<file path="config.mk">
export PLATFORM = sky130hd
export DESIGN_NAME = rbnh_back
export DESIGN_NICKNAME = d
export VERILOG_FILES = /design/src/design/rbnh_pkg.sv /design/src/design/rbnh_back.sv
export SDC_FILE = /design/constraint.sdc
export NUM_CORES = 1
export LEC_CHECK = 0
export BUFFER_PORTS_ARGS = -buffer_cell sky130_fd_sc_hd__buf_2
export CORE_AREA = 8 8 76 144
export CTS_CLUSTER_DIAMETER = 150
export DETAILED_ROUTE_END_ITERATION = 6
export DIE_AREA = 0 0 84 152
export PLACE_DENSITY = 0.74
export SYNTH_ARGS = -nofsm -noshare
export SYNTH_HDL_FRONTEND = slang
export SYNTH_SLANG_ARGS = --single-unit
</file>
<file path="constraint.sdc">
create_clock -name clk_i -period 2.7 [get_ports clk_i]
set_input_delay 0.54 -clock clk_i [delete_from_list [all_inputs] [get_ports clk_i]]
set_output_delay 0.54 -clock clk_i [all_outputs]
set_load 0.005 [all_outputs]
</file>
<file path="src/design/rbnh_pkg.sv">
// Types, constants and helpers of the ray/box nearest hit block.
package rbnh_pkg;

  localparam int unsigned MAX_BOXES  = 1024;
  localparam int unsigned CNT_W      = $clog2(MAX_BOXES + 2);
  localparam int unsigned IDX_W      = 10;
  localparam int unsigned DATA_W     = 32;
  localparam int unsigned EXT_W      = 31;
  localparam int unsigned OFF_W      = DATA_W + 2;
  localparam int unsigned PROD_W     = 2 * DATA_W;
  localparam int unsigned FRAC_W     = 16;
  localparam int unsigned NUM_AXES   = 3;
  localparam int unsigned CFG_IDX_W  = 3;
  localparam int unsigned FIFO_DEPTH = 8;
  localparam int unsigned FIFO_AW    = $clog2(FIFO_DEPTH);
  localparam int unsigned FIFO_CW    = $clog2(FIFO_DEPTH + 1);
  localparam int unsigned PIPE_DEPTH = 4;
  localparam int unsigned OCC_W      = $clog2(FIFO_DEPTH + PIPE_DEPTH + 1);
  localparam logic signed [DATA_W-1:0] INV_DIR_RESET = DATA_W'(65536);

  typedef enum logic [CFG_IDX_W-1:0] {
    REG_ORIGIN_X  = 3'd0,
    REG_ORIGIN_Y  = 3'd1,
    REG_ORIGIN_Z  = 3'd2,
    REG_INV_DIR_X = 3'd3,
    REG_INV_DIR_Y = 3'd4,
    REG_INV_DIR_Z = 3'd5
  } cfg_reg_e;

  // Per-box control riding along the slab pipeline.
  typedef struct packed {
    logic             last;
    logic             counted;
    logic             too_many;
    logic [IDX_W-1:0] index;
  } box_ctrl_t;

  // One classified box handed from the front to the back.
  typedef struct packed {
    logic                     last;
    logic                     hit;
    logic                     too_many;
    logic [IDX_W-1:0]         index;
    logic signed [DATA_W-1:0] tmin;
  } hit_entry_t;

  typedef struct packed {
    logic               empty;
    logic [FIFO_CW-1:0] count;
  } fifo_stat_t;

  // Clamp a sign-extended value to the signed data range.
  function automatic logic signed [DATA_W-1:0] sat_word(input logic signed [PROD_W-1:0] v);
    logic in_range;
    in_range = (&v[PROD_W-1:DATA_W-1]) | ~(|v[PROD_W-1:DATA_W-1]);
    if (in_range) begin
      return v[DATA_W-1:0];
    end else if (v[PROD_W-1]) begin
      return {1'b1, {(DATA_W-1){1'b0}}};
    end else begin
      return {1'b0, {(DATA_W-1){1'b1}}};
    end
  endfunction

endpackage

</file>
<file path="src/design/rbnh_back.sv">
// Back end: keeps the nearest hit of the batch and holds the result register.
module rbnh_back import rbnh_pkg::*; (
  input  logic                     clk_i,
  input  logic                     rst_ni,
  input  logic                     entry_valid_i,
  input  hit_entry_t               entry_i,
  output logic                     pop_o,
  output logic                     out_valid_o,
  input  logic                     out_stall_i,
  output logic                     hit_found_o,
  output logic [IDX_W-1:0]         closest_index_o,
  output logic signed [DATA_W-1:0] closest_distance_o,
  output logic                     too_many_o
);

  logic                     best_valid_q, best_valid_d;
  logic signed [DATA_W-1:0] best_dist_q, best_dist_d;
  logic [IDX_W-1:0]         best_idx_q, best_idx_d;
  logic                     out_valid_q, out_valid_d;
  logic                     out_hit_q, out_too_many_q;
  logic [IDX_W-1:0]         out_idx_q;
  logic signed [DATA_W-1:0] out_dist_q;
  logic                     better, pop, finish;
  logic                     nb_valid;
  logic signed [DATA_W-1:0] nb_dist;
  logic [IDX_W-1:0]         nb_idx;

  // Only a batch end waits for the result register; other boxes drain freely.
  assign pop    = entry_valid_i && (!entry_i.last || !out_valid_q || !out_stall_i);
  assign finish = pop && entry_i.last;
  // Strict compare: on a tie the earlier box stays.
  assign better = entry_i.hit && (!best_valid_q || (entry_i.tmin < best_dist_q));

  always_comb begin
    nb_valid = best_valid_q || better;
    nb_dist  = better ? entry_i.tmin  : best_dist_q;
    nb_idx   = better ? entry_i.index : best_idx_q;

    best_valid_d = best_valid_q;
    best_dist_d  = best_dist_q;
    best_idx_d   = best_idx_q;
    if (finish) begin
      best_valid_d = 1'b0;
      best_dist_d  = '0;
      best_idx_d   = '0;
    end else if (pop) begin
      best_valid_d = nb_valid;
      best_dist_d  = nb_dist;
      best_idx_d   = nb_idx;
    end

    priority if (finish) begin
      out_valid_d = 1'b1;
    end else if (out_stall_i) begin
      out_valid_d = out_valid_q;
    end else begin
      out_valid_d = 1'b0;
    end
  end

  always_ff @(posedge clk_i or negedge rst_ni) begin
    if (!rst_ni) begin
      best_valid_q <= 1'b0;
      best_dist_q  <= '0;
      best_idx_q   <= '0;
      out_valid_q  <= 1'b0;
    end else begin
      best_valid_q <= best_valid_d;
      best_dist_q  <= best_dist_d;
      best_idx_q   <= best_idx_d;
      out_valid_q  <= out_valid_d;
    end
  end

  // Best state is zero while nothing was hit, so no masking is needed here.
  always_ff @(posedge clk_i) begin
    if (finish) begin
      out_hit_q      <= nb_valid;
      out_idx_q      <= nb_idx;
      out_dist_q     <= nb_dist;
      out_too_many_q <= entry_i.too_many;
    end
  end

  assign pop_o              = pop;
  assign out_valid_o        = out_valid_q;
  assign hit_found_o        = out_hit_q;
  assign closest_index_o    = out_idx_q;
  assign closest_distance_o = out_dist_q;
  assign too_many_o         = out_too_many_q;

endmodule

</file>
* Word-level counts from Yosys, hierarchy flattened
Index checks and enable logic that the tools add are counted.
** Operators by class
- Add/sub/neg operators :: 0
- Multipliers :: 0
- Divide/modulo/power cells :: 0
- Order comparisons :: 1
- Eq/ne operators :: 1
- Shift-type cells :: 0
- Muxes and demuxes :: 10
- Bitwise gates (word level) :: 0
- Reductions and logical operators :: 12
** Operators with widths (number)
- $mux 32 :: 3
- $lt 32x32->1 :: 1
- $mux 10 :: 3
- $logic_not 1->1 :: 4
- $logic_or 1x1->1 :: 4
- $mux 1 :: 4
- $logic_and 1x1->1 :: 3
- $ne 2x1->1 const B :: 1
- $reduce_bool 2->1 :: 1
** Storage, ports and cells
- Register bits after elaboration :: 88
- Latch bits :: 0
- Bits in writable memories :: 0
- Bits in read-only memories :: 0
- Logic and storage cells :: 32
- Memories kept :: 0

* Logic depth before layout (Yosys ltp)
- Depth after elaboration :: 6
- Gate-level depth with buffers :: 11
- Mapped depth without buffers :: 9

* Least setup slack after synthesis
OpenSTA, ideal clock, no wires.
- Kind :: input port to flip-flop
- Start point :: in entry_i[11] (netlist name)
- End point :: reg out_dist_q[1] (netlist: closest_distance_o[1]) (data pin)
- Setup time :: 0.266 ns
- Arrival time :: 2.447 ns
- Required time :: 2.434 ns
- Slack :: -0.014 ns
- Stages :: 9
- Path through :: ha_1 -> a21oi_1 -> o21ai_1 -> a221o_1 -> o311ai_1 -> o2111a_2 -> buf_2 -> clkbuf_1 -> o21ai_0
** On the way
- Word-level cells in the longest chain between the ends :: 4
** RTL lines
- from (decl) :: line rbnh_back.sv:6 : input hit_entry_t entry_i,
- $lt 32x32->1 :: line rbnh_back.sv:32 : assign better = entry_i.hit && (!best_valid_q || (entry_i.tmin < best_dist_q));
- $logic_or 1x1->1 :: line rbnh_back.sv:32
- $logic_and 1x1->1 :: line rbnh_back.sv:32
- $mux 32 :: line rbnh_back.sv:36 : nb_dist = better ? entry_i.tmin : best_dist_q;
- named net nb_dist[1] :: line rbnh_back.sv:25 : logic signed [DATA_W-1:0] nb_dist;
- to (signal assigned) :: line rbnh_back.sv:80 : out_dist_q <= nb_dist;
- to (decl) :: line rbnh_back.sv:22 : logic signed [DATA_W-1:0] out_dist_q;
The timed path passes the listed nets, and every way through them passes these cells.
A chain may end at the register's enable or synchronous reset.

* Final worst setup path
- Start point :: reg best_dist_q[15]
- End point :: reg out_dist_q[13] (netlist: closest_distance_o[13]) (data pin)
** On the way
- Word-level cells in the longest chain between the ends :: 4
** RTL lines
- from (decl) :: line rbnh_back.sv:17 : logic signed [DATA_W-1:0] best_dist_q, best_dist_d;
- from (signal assigned) :: line rbnh_back.sv:69 : best_dist_q <= best_dist_d;
- $lt 32x32->1 :: line rbnh_back.sv:32
- $logic_or 1x1->1 :: line rbnh_back.sv:32
- $logic_and 1x1->1 :: line rbnh_back.sv:32
- $mux 32 :: line rbnh_back.sv:36
- named net nb_dist[13] :: line rbnh_back.sv:25
The timed path passes the listed nets, and every way through them passes these cells.

==> results.md <==
- H-tree depth: 3
- Post-Synthesis Net Count: 466
- Post-synthesis async set-or-reset flop share: 50.00%
- Mapped cell area: 4304 sq um
- Outcome: complete, but fails checks
- Failing checks: setup timing
- Worst Clk Skew: 0.006946 ns
- Mux share of post-synthesis cell area: less than 1%
- WS Path Type: reg2reg
- Top_reg_cell synth: edfxtp_1
- XOR/XNOR share of the synthesized area: 0%
- Simple logic cell fraction of the synthesized area: 10.44%
- Worst path cell trace: inv_2, ha_4, nand4_1, or3_4, nor4_4, o311ai_2, o2111a_2, buf_8, clkbuf_16, nand2_1, o21ai_0
- Max Root-Sink Buffers: 2
- Core Area: 9012 sq um
- Final WS setup: -0.06109 ns
- Row cnt: 49
- Global placement routability congestion: between 0.8 and 0.9
- Metal2 WL: 6653 um
- Gr ovfl total: 0
- Clk_lat worst skew: 0.34 ns
- Final setup viols: 14
- Worst hold path class: in2async
- Vias in the first global route: 3607
- Pin count of the biggest net entering global routing: 34
- Post-synthesis compound-gate area fraction: 17.41%
- Ports: 95
- Drt drc: 0
- WL met3: approximately 540 um
- RSZ-0062 raised after global routing: true
- Worst setup EP type: register
- Slew @ Worst Pin: 0.7950 ns
- Max-slew headroom: 47.00%
- Static Leak: between 0.002 and 0.003 uW
- Initial core utilization: 47.76%
- Port Buffers: 94
- Fin. max-slew vios: 0
- Top routing layer used: met4
- Crit path max fanout: 7
- Clock Tree Root: clkbuf_16
- Drt initial violations: 215
- Worst ir drop on vdd: 427.7 uV
- Antenna-violating nets left: 0
- CTS tree: done
- Post-synthesis adder-cell area fraction: between 9 and 10%
- Library cells used by synthesis: 35
- Hold_ws: 0.2882 ns
- Ant diodes: 0
- Synth area leader: edfxtp_1
- Largest cells by area after synthesis: edfxtp_1, dfrtp_1, ha_1
- Detailed Routing Iterations Pass 1: 5
- Synthesized instance count: 386
- Yosys reg bits: 88
- Post-synth EDFFs: 44
- First-pass GRT wire length: 17390 um
- Syn-to-layout area delta: 36.40%
- Post-Route WL: approximately 12000 um
- Via count: 3556
- Top-area cell type share of the netlist area: 30.70%
- WP data required: 2.77 ns
- Initial antenna violation count: 0
- WP data arrival: ~2.8 ns
- Slowest CP cell: or3_4
- Average cell area after synthesis: ~11 sq um
- Pre-CTS setup slack: -0.3321 ns
- Post-synthesis sequential area ratio: 56.28%
- Fin crit period: 2.761 ns
- Clock-pin slew on the worst setup and hold paths: 0.07 ns
- WL/cell: 19.29 um
- Largest family of logic cells by synthesized area: compound AO/OA/AOI/OAI gates
- WL met1: 4476 um
- Die footprint: 12770 sq um
- YS warnings: 0
- PD cells: 691.9 nW/um^2
- Num CTS Buffers: 9
- Hold_buf cts: 0
- Vias/cell: 5.690
- Top cells by count, synth: nand2_1, dfrtp_1, edfxtp_1, inv_1
- Clock sinks: 88
- Die width: 84 um
- Aggregate global-route resource usage: 16.96%
- Fmax: roughly 360 MHz
- Final Hold Vio Count: 0
- Startpoint types: register
- Fin nets: 598
- Part of the cycle the worst path needs: 102.3%
- Max_cap viols: 0
- Most frequent cell after synthesis: nand2_1
- Die height: between 150 and 200 um
- Hpwl dp: 7932 um
- Layout cell share with drive strength beyond 1: 38.05%
- Slowest stage delay, CP: 0.47 ns
[metrics by stage]
step / util, % / instances / cell area [sq um] / power (uW) / setup TNS, ns
after detailed placement: 56.95 / 598 / 5132 / 2513 / -20.21
after floorplan: - / 386 / 4307 / 2161 / 0
after global routing: 65.14 / 625 / 5871 / 4245 / -6.784
final: 65.14 / 625 / 5871 / 4062 / -0.1944
after CTS: 60.97 / 615 / 5495 / 3855 / 0
after global placement: 56.95 / 598 / 5132 / 2470 / -18.01
[where the power goes]
part,switching (uW),internal [uW],total (uW)
Combinational,546,506,1050
Clock,518,812,1330
Sequential,77.9,1600,1680
Total,1140,2920,4060
[logic make-up after synthesis]
family | after synthesis
flops | 88
mux | 2
compound gates | 109
simple gates | 92
fa+ha+maj | 31
buf+inv | 64
[layer usage]
layer	up-vias	track usage [%]
met5	-	0
met3	31	4.229
met1	1733	17.32
li1	1669	-
met2	123	30.94
met4	0	7.871
[timing repair]
item	CTS	global route
setup buffers	1	3
pin swaps	2	7
resized for setup	9	55
endpoints found under the setup margin	69	84
cloned	0	7
[state kept, by name, indices dropped and copies added (netlist names)]
register,flops
best_dist_q,32
closest_distance_o,32
best_idx_q,10
closest_index_o,10
best_valid_q,1
hit_found_o,1
out_valid_o,1
too_many_o,1
[final timing paths]
| path | startpoint | endpoint | slack, ns | cells past startpoint |
|---|---|---|---|---|
| min in group clk_i | entry_i[42] | too_many_o | 0.38 | 1 |
| worst max-delay path | best_dist_q[15] | closest_distance_o[13] | -0.06 | 11 |
| max in group asynchronous | rst_ni | best_dist_q[24] | 1.71 | 2 |
| worst max register to register | best_dist_q[15] | closest_distance_o[13] | -0.06 | 11 |
| worst min-delay path | rst_ni | best_dist_q[11] | 0.29 | 1 |
| worst min register to register | best_dist_q[2] | best_dist_q[2] | 0.50 | 1 |
[area by class of cell]
type	instances	area [sq um]
fill	671	3142
sequential	88	2422
multi-input combinational	234	1808
timing repair buffer	142	1037
clock buffer	11	232.7
inverter	43	161.4
tap	102	127.6
clock inverter	5	81.33
[layout by cell type (no fill, tap or decap), drive strengths merged, types with 4 or more instances in the layout]
cell / n
buf: 136
ha: 31
nand4: 5
inv: 43
nor2: 4
edfxtp: 44
dfrtp: 44
o311ai: 11
a21oi: 12
nand3: 4
nand4b: 11
o21ai: 45
a22o: 32
clkbuf: 17
nand2: 60
[worst max-delay path: cells and delay by family (launching register included)]
family,cells,cell delay (ns)
compound gates,3,0.55
fa+ha+maj,1,0.27
buf+inv,3,0.39
flops,1,0.37
simple gates,4,0.90
No activity file was read; power rests on OpenSTA's default activity.
