File: config.mk
export PLATFORM = sky130hd
export DESIGN_NAME = rbnh_fifo
export DESIGN_NICKNAME = d
export VERILOG_FILES = /design/src/design/rbnh_pkg.sv /design/src/design/rbnh_fifo.sv
export SDC_FILE = /design/constraint.sdc
export NUM_CORES = 1
export LEC_CHECK = 0
export BUFFER_PORTS_ARGS = -buffer_cell sky130_fd_sc_hd__buf_4
export CORE_AREA = 2 2 223 225
export DETAILED_ROUTE_END_ITERATION = 8
export DIE_AREA = 0 0 225 227
export PLACE_DENSITY = 0.52
export SYNTH_ARGS = -nofsm -noshare
export SYNTH_HDL_FRONTEND = slang
export SYNTH_SLANG_ARGS = --single-unit
File: constraint.sdc
create_clock -name clk_i -period 10.7 [get_ports clk_i]
set_input_delay 2.675 -clock clk_i [delete_from_list [all_inputs] [get_ports clk_i]]
set_output_delay 2.675 -clock clk_i [all_outputs]
set_load 0.05 [all_outputs]
File: src/design/rbnh_pkg.sv
// Types, constants and helpers of the ray/box nearest hit block.
package rbnh_pkg;

  localparam int unsigned MAX_BOXES  = 1024;
  localparam int unsigned CNT_W      = $clog2(MAX_BOXES + 2);
  localparam int unsigned IDX_W      = 10;
  localparam int unsigned DATA_W     = 32;
  localparam int unsigned EXT_W      = 31;
  localparam int unsigned OFF_W      = DATA_W + 2;
  localparam int unsigned PROD_W     = 2 * DATA_W;
  localparam int unsigned FRAC_W     = 16;
  localparam int unsigned NUM_AXES   = 3;
  localparam int unsigned CFG_IDX_W  = 3;
  localparam int unsigned FIFO_DEPTH = 8;
  localparam int unsigned FIFO_AW    = $clog2(FIFO_DEPTH);
  localparam int unsigned FIFO_CW    = $clog2(FIFO_DEPTH + 1);
  localparam int unsigned PIPE_DEPTH = 4;
  localparam int unsigned OCC_W      = $clog2(FIFO_DEPTH + PIPE_DEPTH + 1);
  localparam logic signed [DATA_W-1:0] INV_DIR_RESET = DATA_W'(65536);

  typedef enum logic [CFG_IDX_W-1:0] {
    REG_ORIGIN_X  = 3'd0,
    REG_ORIGIN_Y  = 3'd1,
    REG_ORIGIN_Z  = 3'd2,
    REG_INV_DIR_X = 3'd3,
    REG_INV_DIR_Y = 3'd4,
    REG_INV_DIR_Z = 3'd5
  } cfg_reg_e;

  // Per-box control riding along the slab pipeline.
  typedef struct packed {
    logic             last;
    logic             counted;
    logic             too_many;
    logic [IDX_W-1:0] index;
  } box_ctrl_t;

  // One classified box handed from the front to the back.
  typedef struct packed {
    logic                     last;
    logic                     hit;
    logic                     too_many;
    logic [IDX_W-1:0]         index;
    logic signed [DATA_W-1:0] tmin;
  } hit_entry_t;

  typedef struct packed {
    logic               empty;
    logic [FIFO_CW-1:0] count;
  } fifo_stat_t;

  // Clamp a sign-extended value to the signed data range.
  function automatic logic signed [DATA_W-1:0] sat_word(input logic signed [PROD_W-1:0] v);
    logic in_range;
    in_range = (&v[PROD_W-1:DATA_W-1]) | ~(|v[PROD_W-1:DATA_W-1]);
    if (in_range) begin
      return v[DATA_W-1:0];
    end else if (v[PROD_W-1]) begin
      return {1'b1, {(DATA_W-1){1'b0}}};
    end else begin
      return {1'b0, {(DATA_W-1){1'b1}}};
    end
  endfunction

endpackage

File: src/design/rbnh_fifo.sv
// Short queue of classified boxes between the front and the back.
module rbnh_fifo import rbnh_pkg::*; (
  input  logic       clk_i,
  input  logic       rst_ni,
  input  logic       push_i,
  input  hit_entry_t push_data_i,
  input  logic       pop_i,
  output hit_entry_t pop_data_o,
  output fifo_stat_t stat_o
);

  hit_entry_t         mem_q [FIFO_DEPTH];
  logic [FIFO_AW-1:0] wr_ptr_q, rd_ptr_q;
  logic [FIFO_CW-1:0] cnt_q;
  logic               do_pop;

  // The front never pushes into a full queue, credits see to that.
  assign do_pop = pop_i && (cnt_q != '0);

  always_ff @(posedge clk_i or negedge rst_ni) begin
    if (!rst_ni) begin
      wr_ptr_q <= '0;
      rd_ptr_q <= '0;
      cnt_q    <= '0;
    end else begin
      if (push_i) wr_ptr_q <= wr_ptr_q + FIFO_AW'(1);
      if (do_pop) rd_ptr_q <= rd_ptr_q + FIFO_AW'(1);
      unique case ({push_i, do_pop})
        2'b10:   cnt_q <= cnt_q + FIFO_CW'(1);
        2'b01:   cnt_q <= cnt_q - FIFO_CW'(1);
        default: cnt_q <= cnt_q;
      endcase
    end
  end

  always_ff @(posedge clk_i) begin
    if (push_i) mem_q[wr_ptr_q] <= push_data_i;
  end

  assign pop_data_o   = mem_q[rd_ptr_q];
  assign stat_o.count = cnt_q;
  assign stat_o.empty = (cnt_q == '0);

endmodule

# --- Yosys cells after proc, flatten, opt, wreduce, memory -nomap -nowiden ---
# Memory sizes are Yosys's and may differ from the RTL's.
# Cells that the tools add are included.
word_totals:
  mem_count: 1
  inputBits: 49
  ram_bits: 360
  wordCells: 17
  register_bits: 10
classes:
  eq_ne: 2
  reduce_logical: 4
  muxes: 3
  add_sub_neg: 4
mem_list:
  columns: ["memory", "depth", "word_bits", "read_ports", "rd_ports_with_merged_regs", "wr", "line", "rtl"]
  rows:
  - ["mem_q", 8, 45, 1, 0, 1, "rbnh_fifo.sv:12", "hit_entry_t mem_q [FIFO_DEPTH];"]
ops:
  columns: ["operator", "n"]
  rows:
  - ["$pmux 4 s2", 1]
  - ["$add 3x1->3 const B", 2]
  - ["$add 4x1->4 const B", 1]
  - ["$logic_not 4->1", 1]
  - ["$reduce_bool 4->1", 1]
  - ["$sub 4x1->4 const B", 1]
  - ["$eq 2x1->1 const B", 1]
  - ["$eq 2x2->1 const B", 1]
  - ["$mux 1", 2]
  - ["$reduce_bool 2->1", 1]
  - ["$logic_and 1x1->1", 1]

# --- Depth between registers and ports, before layout ---
# Gate-level depths: netlist (run 1).
logic_depth:
  ltp_word: 4
  mapped_depth: 7
  mapped_depth_nobuf: 7

# --- Worst setup path after synthesis (run 1) ---
# OpenSTA, ideal clock, no wires.
synth_timing:
  path_kind: "in2reg"
  startpoint: "input port push_i"
  endpoint: "memory mem_q[0][0] (netlist bit) (enable)"
  required_ps: 10197
  setup_ps: 503
  setup_slack_ps: 4350
  arrival_time_ps: 5847
  cell_stages: 2
  path_cell_list: "nand2b_1 -> nor3_1"
synth_between:
  elab_chain_len: 2
synth_rtl:
  columns: ["item", "line", "rtl"]
  rows:
  - ["from (decl)", "rbnh_fifo.sv:5", "input logic push_i,"]
  - ["$mux 1", "rbnh_fifo.sv:37", "if (push_i) mem_q[wr_ptr_q] <= push_data_i;"]
  - ["$mux 1 (implied by the code)", "rbnh_fifo.sv:37", null]
  - ["to (decl)", "rbnh_fifo.sv:12", null]
# No other way between the ends.

==> results of run 1 <==
-- final cells by class --
class                           count  area [µm²]
Fill cell                        4478       31370
Sequential cell                   370       11070
Multi-Input combinational cell    183        3272
Clock buffer                       49        1056
Timing Repair Buffer              109       818.3
Tap cell                          622       778.2
Clock inverter                     25       155.1
Inverter                            6       22.52
-- how the worst min path moves through the flow --
stage | end | cells past startpoint
after floorplan | wr_ptr_q[2]$_DFFE_PN0P_ | 1
after global placement | wr_ptr_q[1]$_DFFE_PN0P_ | 1
after detailed placement | wr_ptr_q[1]$_DFFE_PN0P_ | 1
after CTS | wr_ptr_q[1]$_DFFE_PN0P_ | 1
after global routing | wr_ptr_q[1]$_DFFE_PN0P_ | 1
final | wr_ptr_q[1]$_DFFE_PN0P_ | 1
-- kinds of logic after synthesis --
logic type               after synthesis  share of synthesized area (%)
buffers and inverters                 32                          1.374
AND/OR/NAND/NOR                       26                         0.8989
adder cells (fa/ha/maj)                6                         0.5704
XOR/XNOR                               6                         0.3630
AO/OA/AOI/OAI                          7                         0.3544
multiplexers                         138                          20.03
flip-flops                           370                          76.40
-- registers in the layout, summed over array words and instances, names as in the netlist --
signal,count
cnt_q,4
mem_q,360
rd_ptr_q,3
wr_ptr_q,3
-- stage by stage --
step,hold slack [ps],instance area (µm²),instances
6_report,554.6,17170,1364
5_1_grt,588.9,17170,1364
4_1_cts,557.1,17170,1364
3_5_place_dp,546.3,15960,1290
3_3_place_gp,536.8,15960,1290
2_1_floorplan,517.4,14480,585
-- Yosys cell counts --
library cell  number  share of area (%)
fa_1               1               0.14
a21oi_1            2              0.069
mux4_1            89                 16
buf_2              2              0.069
nor3b_1            3               0.16
nor3_1             2              0.069
o211ai_1           1              0.052
mux2i_1            1              0.069
buf_6             10               0.78
clkbuf_2           1              0.035
o21ai_0            1              0.035
o41ai_1            1              0.061
nor4_1             1              0.043
xor2_1             2               0.12
o311ai_0           1              0.061
or4b_2             1              0.069
nor2_1             6               0.16
xnor2_1            4               0.24
inv_1              6               0.16
dfrtp_1           10                1.7
edfxtp_1         360                 75
mux2_2            47                3.7
ha_1               5               0.43
a2111o_1           1              0.078
mux4_2             1               0.16
clkbuf_1           6               0.16
nand2b_1           3               0.13
nand3_1            2              0.069
buf_1              7               0.18
nand2_1            8               0.21
-- routing by layer --
layer | wire (µm) | GRT usage (%)
met1 | 12670 | 14.49
met2 | 14970 | 20.39
met3 | 1250 | 2.530
met4 | 663 | 4.059
met5 | 16 | 0
-- placed cells by master (no fill, tap or decap), types with 7 or more instances in the layout --
| cell | instances |
|---|---|
| edfxtp_1 | 360 |
| mux4_1 | 89 |
| clkinv_1 | 10 |
| clkbuf_16 | 41 |
| buf_4 | 109 |
| mux2_2 | 47 |
| clkbuf_1 | 8 |
| dfrtp_1 | 7 |
| nand2_1 | 8 |
| clkinv_2 | 9 |
-- worst reg2reg max path, cell delays in order, from the launching register on --
cell and delay, ps:
dfrtp_1 460, o41ai_1 790, inv_1 220, ha_1 340, ha_1 370, or4b_2 680
o311ai_0 130, o211ai_1 120
-- power groups by stage --
stage          Clock (µW)  Sequential [µW]  Combinational, µW
3_3_place_gp            0             2000               1810
5_1_grt              1380             1990               1880
2_1_floorplan           0             1930               1350
6_report             1270             1970               1770
3_5_place_dp            0             2010               1820
4_1_cts              1320             1980               1820
==> results.yml, run 1 <==
outcome:
  outcome: "finished, final reports clean"
drt:
  drt-initial-drc-count: 416
  drc: 0
  drt-total-wl_mm: 29.57
  antenna_left: 0
  dr.pass1.iters: 4
  wl_per_cell_um: 21.68
  routed_via_density: 4.659
  vias: 6355
sta:
  post-route-period-util_pct: 58.06
  setup_violations: 0
  setup_tns_ps: 0
  fmax_ghz: 0.1610
  final_max_slew_viol_count: 0
  tightest_slew_ps: 1042
  finalClockSkew_ps: 12.99
  grt_setup_unrepaired: "no"
  fin_ws_ps: 4488
  max_slew_margin_pct: 30.55
  hold_violations: 0
  period_minus_slack_ps: 6212
power:
  ir_worst_vdd_mv: 0.2090
  p_leak_uw: 0.005765
  intPower_uw: 3240
  combPwrFrac_pct: 35.4
  switching_share_pct: 35.38
  finalPower_uw: 5015
  pwr-share-seq_pct: 39.2
  switching_power_uw: 1774
  powerDensity_nw_per_um2: 292.0
  clkPwrFrac_pct: 25.4
cts:
  cts_hold_buffers: 0
  cts_resized: 0
  cts_buffers: 41
  post-cts-setup-buffers: 0
  cts_buffer_depth: 3
  cts_sinks: 370
  root_buffer: "clkbuf_16"
  cts_max_level: 2
  clock_latency_ps: 540
  cts_tree: "built"
  clk_pin_slew_ps: 50
synthesis:
  syn_nets: 640
  syn_avg_cell_area_um2: 24.75
  yosys.cell_types.count: 30
  yosysSeqAreaShare_pct: 76.40
  synth_cells: 585
  ys.warnings.count: 0
  synthesis.area_um2: 14480
  ys_ff_latch: 370
critical_path:
  cpMaxStageDelayCell: "buf_4"
  crit_family: "buffers and inverters"
  crit_fanout: 57
  reg2reg_depth: 7
  cp_num_cells: 4
  worstReg2RegStart: "cnt_q[0]$_DFFE_PN0P_"
  crit_chain: "buf_4 > mux4_1 > mux2_2 > buf_4"
  worstReg2RegEnd: "cnt_q[3]$_DFFE_PN0P_"
  cp_common_cell: "buf_4"
  slowest_delay_ps: 920
  cp-start-kind: "flip-flop"
  path_buf_inv: 2
  r2r_slack_ps: 7460
  arrival_ps: 3540
  startpoint: "rd_ptr_q[0]$_DFFE_PN0N_"
  crit_required_ps: 8030
  path_class: "flip-flop to primary output"
  end_kind: "primary output"
  cp-endpoint: "pop_data_o[36]"
grt:
  grt_pass1_vias: 6729
  grt.total_usage_pct: 11.72
  grt_max_degree: 58
  grt_pass1_wl_mm: 43.30
  antenna_found_initial: 1
  grt_remaining_overflow: 0
floorplanning:
  fp.dieW_um: 225
  ios: 99
  start_util_pct: 29.82
  rows: 81
  core_um2: 48550
  die-area_um2: 51080
  fp.dieH_um: 227
cells_and_area:
  n_antenna_cell: 0
  drive_above_1_share_pct: 30.32
  utilization_pct: 35.37
  nets: 766
  area_growth_syn_to_layout_pct: 18.62
worst_hold_path:
  min_path_type: "flip-flop to flip-flop"
  hold_path.startpoint: "wr_ptr_q[1]$_DFFE_PN0P_"
placed_design:
  dpl.hpwl_mm: 14.99
  place_ws_ps: 4970
  place.gp.congestion: 0.6578
  io_buffers: 98
job:
  maxCapViolCount: 0
Power figures use the tool's default switching activity.
==> run 2, diff against run 1 <==
--- a/config.mk
+++ b/config.mk
@@ -5,11 +5,12 @@
 export SDC_FILE = /design/constraint.sdc
 export NUM_CORES = 1
 export LEC_CHECK = 0
+export ABC_AREA = 1
 export BUFFER_PORTS_ARGS = -buffer_cell sky130_fd_sc_hd__buf_4
-export CORE_AREA = 2 2 223 225
+export CORE_AREA = 2 2 234 236
 export DETAILED_ROUTE_END_ITERATION = 8
-export DIE_AREA = 0 0 225 227
-export PLACE_DENSITY = 0.52
+export DIE_AREA = 0 0 236 238
+export PLACE_DENSITY = 0.54
 export SYNTH_ARGS = -nofsm -noshare
 export SYNTH_HDL_FRONTEND = slang
 export SYNTH_SLANG_ARGS = --single-unit
==> constraint.sdc (replaced) <==
create_clock -name clk_i -period 5 [get_ports clk_i]
set_input_delay 1.25 -clock clk_i [delete_from_list [all_inputs] [get_ports clk_i]]
set_output_delay 1.25 -clock clk_i [all_outputs]
set_load 0.05 [all_outputs]
==> results.yml, run 2 <==
sta:
  grt_setup_unrepaired: "no"
  hold_violations: 0
  finalClockSkew_ps: 22.13
  fmax_ghz: 0.2471
  tightest_slew_ps: 940.8
  period_minus_slack_ps: 4047
  post-route-period-util_pct: 80.95
  fin_ws_ps: 952.6
  setup_tns_ps: 0
  final_max_slew_viol_count: 0
  max_slew_margin_pct: 37.13
  setup_violations: 0
synthesis:
  yosys.cell_types.count: 19
  synth-main-ff-cell: "edfxtp_1"
  async_flop_share_pct: 2.703
  synth_top_cell_area_share_pct: 67.65
  synth_cells: 1635
  yosys-top-cells-area: "edfxtp_1, nand2_1, nor2_1"
  synth_common_cells: "nand2_1, nor2_1, edfxtp_1"
  synth_edf_count: 360
  yosys.area.top_type: "edfxtp_1"
  yosysMostFrequentCell: "nand2_1"
  syn_nets: 1690
  ys.warnings.count: 0
  syn_avg_cell_area_um2: 9.774
  ys_ff_latch: 370
  synthesis.area_um2: 15980
  yosysSeqAreaShare_pct: 69.21
critical_path:
  path_class: "flip-flop to primary output"
  crit_required_ps: 3750
  reg2reg_depth: 11
  end_kind: "primary output"
  arrival_ps: 2800
  cp-start-kind: "flip-flop"
  crit_fanout: 96
cells_and_area:
  layout_common_cells: "nand2_1, nor2_1, edfxtp_1, inv_1, buf_4"
  final_common_cell: "nand2_1"
  top_register: "mem_q"
  largest_reg_flops: 360
  drive_above_1_share_pct: 10.68
  area_growth_syn_to_layout_pct: 17.84
  top_regs: "mem_q x360, cnt_q x4"
  nets: 1785
floorplanning:
  rows: 85
  fp.dieH_um: 238
  fp.dieW_um: 236
  die-area_um2: 56170
  start_util_pct: 29.87
  ios: 99
  core_um2: 53500
cts:
  cts_resized: 0
  clk_pin_slew_ps: 50
  cts_buffer_depth: 3
  cts_max_level: 2
  post-cts-setup-buffers: 0
  cts_tree: "built"
  clock_latency_ps: 570
  cts_sinks: 370
  cts_hold_buffers: 0
  root_buffer: "clkbuf_16"
  cts_buffers: 42
outcome:
  outcome: "finished, final reports clean"
placed_design:
  dpl.hpwl_mm: 20.62
  place.gp.congestion: 0.7242
  place_ws_ps: 1481
  io_buffers: 98
grt:
  grt_pass1_vias: 10040
  grt_remaining_overflow: 0
  grt_max_degree: 97
  grt_pass1_wl_mm: 57.58
  grt.total_usage_pct: 13.21
  antenna_found_initial: 1
drt:
  dr.pass1.iters: 4
  vias: 10340
  drt-total-wl_mm: 36.78
  drc: 0
  routed_via_density: 4.205
  drt-initial-drc-count: 689
  wl_per_cell_um: 14.96
  antenna_left: 0
job:
  maxCapViolCount: 0
power:
  ir_worst_vdd_mv: 0.3643
  p_leak_uw: 0.008029
  powerDensity_nw_per_um2: 617.4
worst_hold_path:
  min_path_type: "primary input to asynchronous set/reset pin"
-- run 2: routing by layer --
metal  share of wire (%)  up-vias  track usage [%]
li1                    -     5268                -
met1                  46     4871            17.20
met2                  48      135            22.42
met3                 3.8       59            2.348
met4                 2.2        2            4.092
met5               0.044        -                0
-- run 2: logic make-up (layout without fill, tap and decap cells) --
group / after synthesis / after routing / share of synthesized area, %
xor gates and xnor gates: 4 / 4 / 0.2193
AOI/OAI and AO/OA: 3 / 3 / 0.09393
DFF: 370 / 370 / 69.21
and+or+nand+nor: 989 / 989 / 23.33
other: 0 / 1 / 0
buffers and inverters: 263 / 389 / 6.624
adders and majority gates: 6 / 6 / 0.5168
-- run 2: worst max-delay path, stage by stage, from the launching register on --
cell	delay [ps]
dfrtp_4	970
buf_12	380
nor2_1	100
nor2_1	120
nand2_1	70
nand2_1	60
nand2_1	60
nand2_1	110
buf_4	200
-- run 2: final timing paths --
check	start	end	slack (ps)
max in group asynchronous	rst_ni	rd_ptr_q[0]$_DFFE_PN0N_	4310
hold reg to reg	wr_ptr_q[0]$_DFFE_PN0P_	wr_ptr_q[0]$_DFFE_PN0P_	530
setup reg to reg	cnt_q[0]$_DFFE_PN0P_	cnt_q[3]$_DFFE_PN0P_	2680
hold / removal	rst_ni	cnt_q[0]$_DFFE_PN0P_	520
min in group clk_i	wr_ptr_q[0]$_DFFE_PN0P_	wr_ptr_q[0]$_DFFE_PN0P_	530
setup / recovery	rd_ptr_q[0]$_DFFE_PN0N_	pop_data_o[22]	950
-- run 2: layout make-up --
cell class,instances,area [µm²]
sequential,370,11070
fill,5332,34660
clock inverter,23,178.9
antenna,1,2.502
inverter,195,732.0
timing repair buffer,119,968.4
tap,696,870.8
clock buffer,52,1089
multi-input combinational,1002,3921
-- run 2: report_power, final --
group / switching, µW / internal, µW
registers: 185 / 3770
clock network: 1250 / 1610
logic: 3470 / 1340
total: 4900 / 6720
-- run 2: per-stage QoR --
| stage | utilization (%) | hold slack, ps | std cells | cell area, µm² | power [µW] |
|---|---|---|---|---|---|
| after CTS | 35.20 | 494.6 | 2457 | 18830 | 11830 |
| after detailed placement | 32.83 | 526.0 | 2382 | 17560 | 8925 |
| after floorplan | - | 491.4 | 1635 | 15980 | 7473 |
| after global routing | 35.20 | 508.1 | 2457 | 18830 | 12390 |
| after global placement | 32.83 | 513.1 | 2382 | 17560 | 8894 |
| final | 35.20 | 519.7 | 2458 | 18830 | 11630 |
==> run 3, diff against run 2 <==
--- a/config.mk
+++ b/config.mk
@@ -5,11 +5,11 @@
 export SDC_FILE = /design/constraint.sdc
 export NUM_CORES = 1
 export LEC_CHECK = 0
-export ABC_AREA = 1
+export ABC_AREA = 0
 export BUFFER_PORTS_ARGS = -buffer_cell sky130_fd_sc_hd__buf_4
-export CORE_AREA = 2 2 234 236
+export CORE_AREA = 2 2 223 225
 export DETAILED_ROUTE_END_ITERATION = 8
-export DIE_AREA = 0 0 236 238
+export DIE_AREA = 0 0 225 227
 export PLACE_DENSITY = 0.54
 export SYNTH_ARGS = -nofsm -noshare
 export SYNTH_HDL_FRONTEND = slang
==> constraint.sdc (replaced) <==
create_clock -name clk_i -period 3.42 [get_ports clk_i]
set_input_delay 0.855 -clock clk_i [delete_from_list [all_inputs] [get_ports clk_i]]
set_output_delay 0.855 -clock clk_i [all_outputs]
set_load 0.05 [all_outputs]
==> results.yml, run 3 (synthesis results as in run 1) <==
placed_design:
  dp_cells: 1303
  place.gp.congestion: 0.6962
  dpl.hpwl_mm: 16.59
  io_buffers: 98
drt:
  routed_via_density: 4.638
  antenna_left: 0
  vias: 6373
  drt-total-wl_mm: 30.06
  drt-initial-drc-count: 369
  drc: 0
  wl_per_cell_um: 21.87
  dr.pass1.iters: 4
cells_and_area:
  top_register: "mem_q"
  nets: 778
  area_growth_syn_to_layout_pct: 20.62
  largest_reg_flops: 360
  final_common_cell: "edfxtp_1"
  drive_above_1_share_pct: 31.65
  top_regs: "mem_q x360, cnt_q x4"
  n_antenna_cell: 0
  layout_common_cells: "edfxtp_1, buf_4, mux4_1, mux2_2, clkbuf_16"
  fin_cells: 1374
critical_path:
  cp-start-kind: "flip-flop"
  startpoint: "rd_ptr_q[0]$_DFFE_PN0N_"
  worstReg2RegStart: "cnt_q[0]$_DFFE_PN0P_"
  crit_required_ps: 2560
  r2r_slack_ps: 380
  reg2reg_depth: 7
  crit_fanout: 50
  end_kind: "primary output"
  worstReg2RegEnd: "cnt_q[3]$_DFFE_PN0P_"
  arrival_ps: 2470
  path_class: "flip-flop to primary output"
  cp-endpoint: "pop_data_o[26]"
job:
  maxCapViolCount: 0
power:
  p_leak_uw: 0.005896
  powerDensity_nw_per_um2: 928.9
  ir_worst_vdd_mv: 0.5741
grt:
  grt_max_degree: 51
  grt.total_usage_pct: 11.99
  grt_pass1_wl_mm: 44.44
  grt_pass1_vias: 6781
  grt_remaining_overflow: 0
  antenna_found_initial: 2
floorplanning:
  ios: 99
  core_um2: 48550
  start_util_pct: 29.82
  rows: 81
  fp.dieW_um: 225
  fp.dieH_um: 227
  die-area_um2: 51080
sta:
  hold_violations: 0
  post-route-period-util_pct: 97.08
  fmax_ghz: 0.3012
  finalClockSkew_ps: 7.040
  max_slew_margin_pct: 58.76
  tightest_slew_ps: 610.6
  final_max_slew_viol_count: 0
  setup_violations: 0
  period_minus_slack_ps: 3320
  grt_setup_unrepaired: "no"
  setup_tns_ps: 0
cts:
  clk_pin_slew_ps: 60
  cts_max_level: 2
  root_buffer: "clkbuf_16"
  cts_tree: "built"
  clock_latency_ps: 540
  cts_buffers: 40
  cts_sinks: 370
  cts_buffer_depth: 3
worst_hold_path:
  min_path_type: "primary input to asynchronous set/reset pin"
outcome:
  outcome: "finished, final reports clean"
## run 3: worst min path at each step
stage | from | endpoint | slack, ps
finish | rst_ni | cnt_q[0]$_DFFE_PN0P_ | 140
global route | rst_ni | cnt_q[0]$_DFFE_PN0P_ | 120
CTS | rst_ni | cnt_q[0]$_DFFE_PN0P_ | 100
detailed placement | wr_ptr_q[1]$_DFFE_PN0P_ | wr_ptr_q[1]$_DFFE_PN0P_ | 550
global placement | wr_ptr_q[1]$_DFFE_PN0P_ | wr_ptr_q[1]$_DFFE_PN0P_ | 540
floorplan | wr_ptr_q[1]$_DFFE_PN0P_ | wr_ptr_q[1]$_DFFE_PN0P_ | 520
## run 3: area by class of cell
class / count / area, µm²
well taps: 622 / 778.2
multi-input cells: 183 / 3281
inverters: 6 / 22.52
flip-flops and latches: 370 / 11070
clock inverters: 23 / 241.5
clock buffers: 48 / 1052
repair buffers: 122 / 1015
fillers: 4421 / 31080
## run 3: per-stage QoR
step           power (µW)  worst slack, ps  area (µm²)  utilization (%)  hold WS, ps
6_report            16220            99.83       17460            35.97        139.7
5_1_grt             16980            4.460       17460            35.97        119.8
4_1_cts             16540            15.57       17450            35.95        102.6
3_5_place_dp        12190            379.7       16160            33.29        554.3
3_3_place_gp        12160            458.1       16160            33.29        541.9
2_1_floorplan       10250            96.64       14490                -        521.0
## run 3: repair_timing
item                       in CTS  in global routing
hold buffers                    0                  0
resized for setup               0                  3
setup endpoints to repair       0                  3
buffers inserted                0                  0
## run 3: power breakdown
group / internal (µW) / switching [µW] / total, µW
combinational: 2310 / 3580 / 5890
sequential: 5710 / 344 / 6050
clock: 2570 / 1710 / 4280
## run 3: worst max-delay path, stage by stage, from the launching register on
cell and delay [ps]:
dfrtp_4 450, buf_16 320, mux4_1 590, mux2_2 330, buf_4 210
## run 3: routing by layer
| layer | wire length [µm] | up-vias | share of wire, % | track usage, % |
|---|---|---|---|---|
| li1 | - | 2856 | - | - |
| met1 | 13070 | 3351 | 43 | 15.21 |
| met2 | 14900 | 111 | 50 | 20.05 |
| met3 | 1331 | 51 | 4.4 | 2.723 |
| met4 | 726 | 4 | 2.4 | 4.657 |
| met5 | 23 | - | 0.077 | 0 |
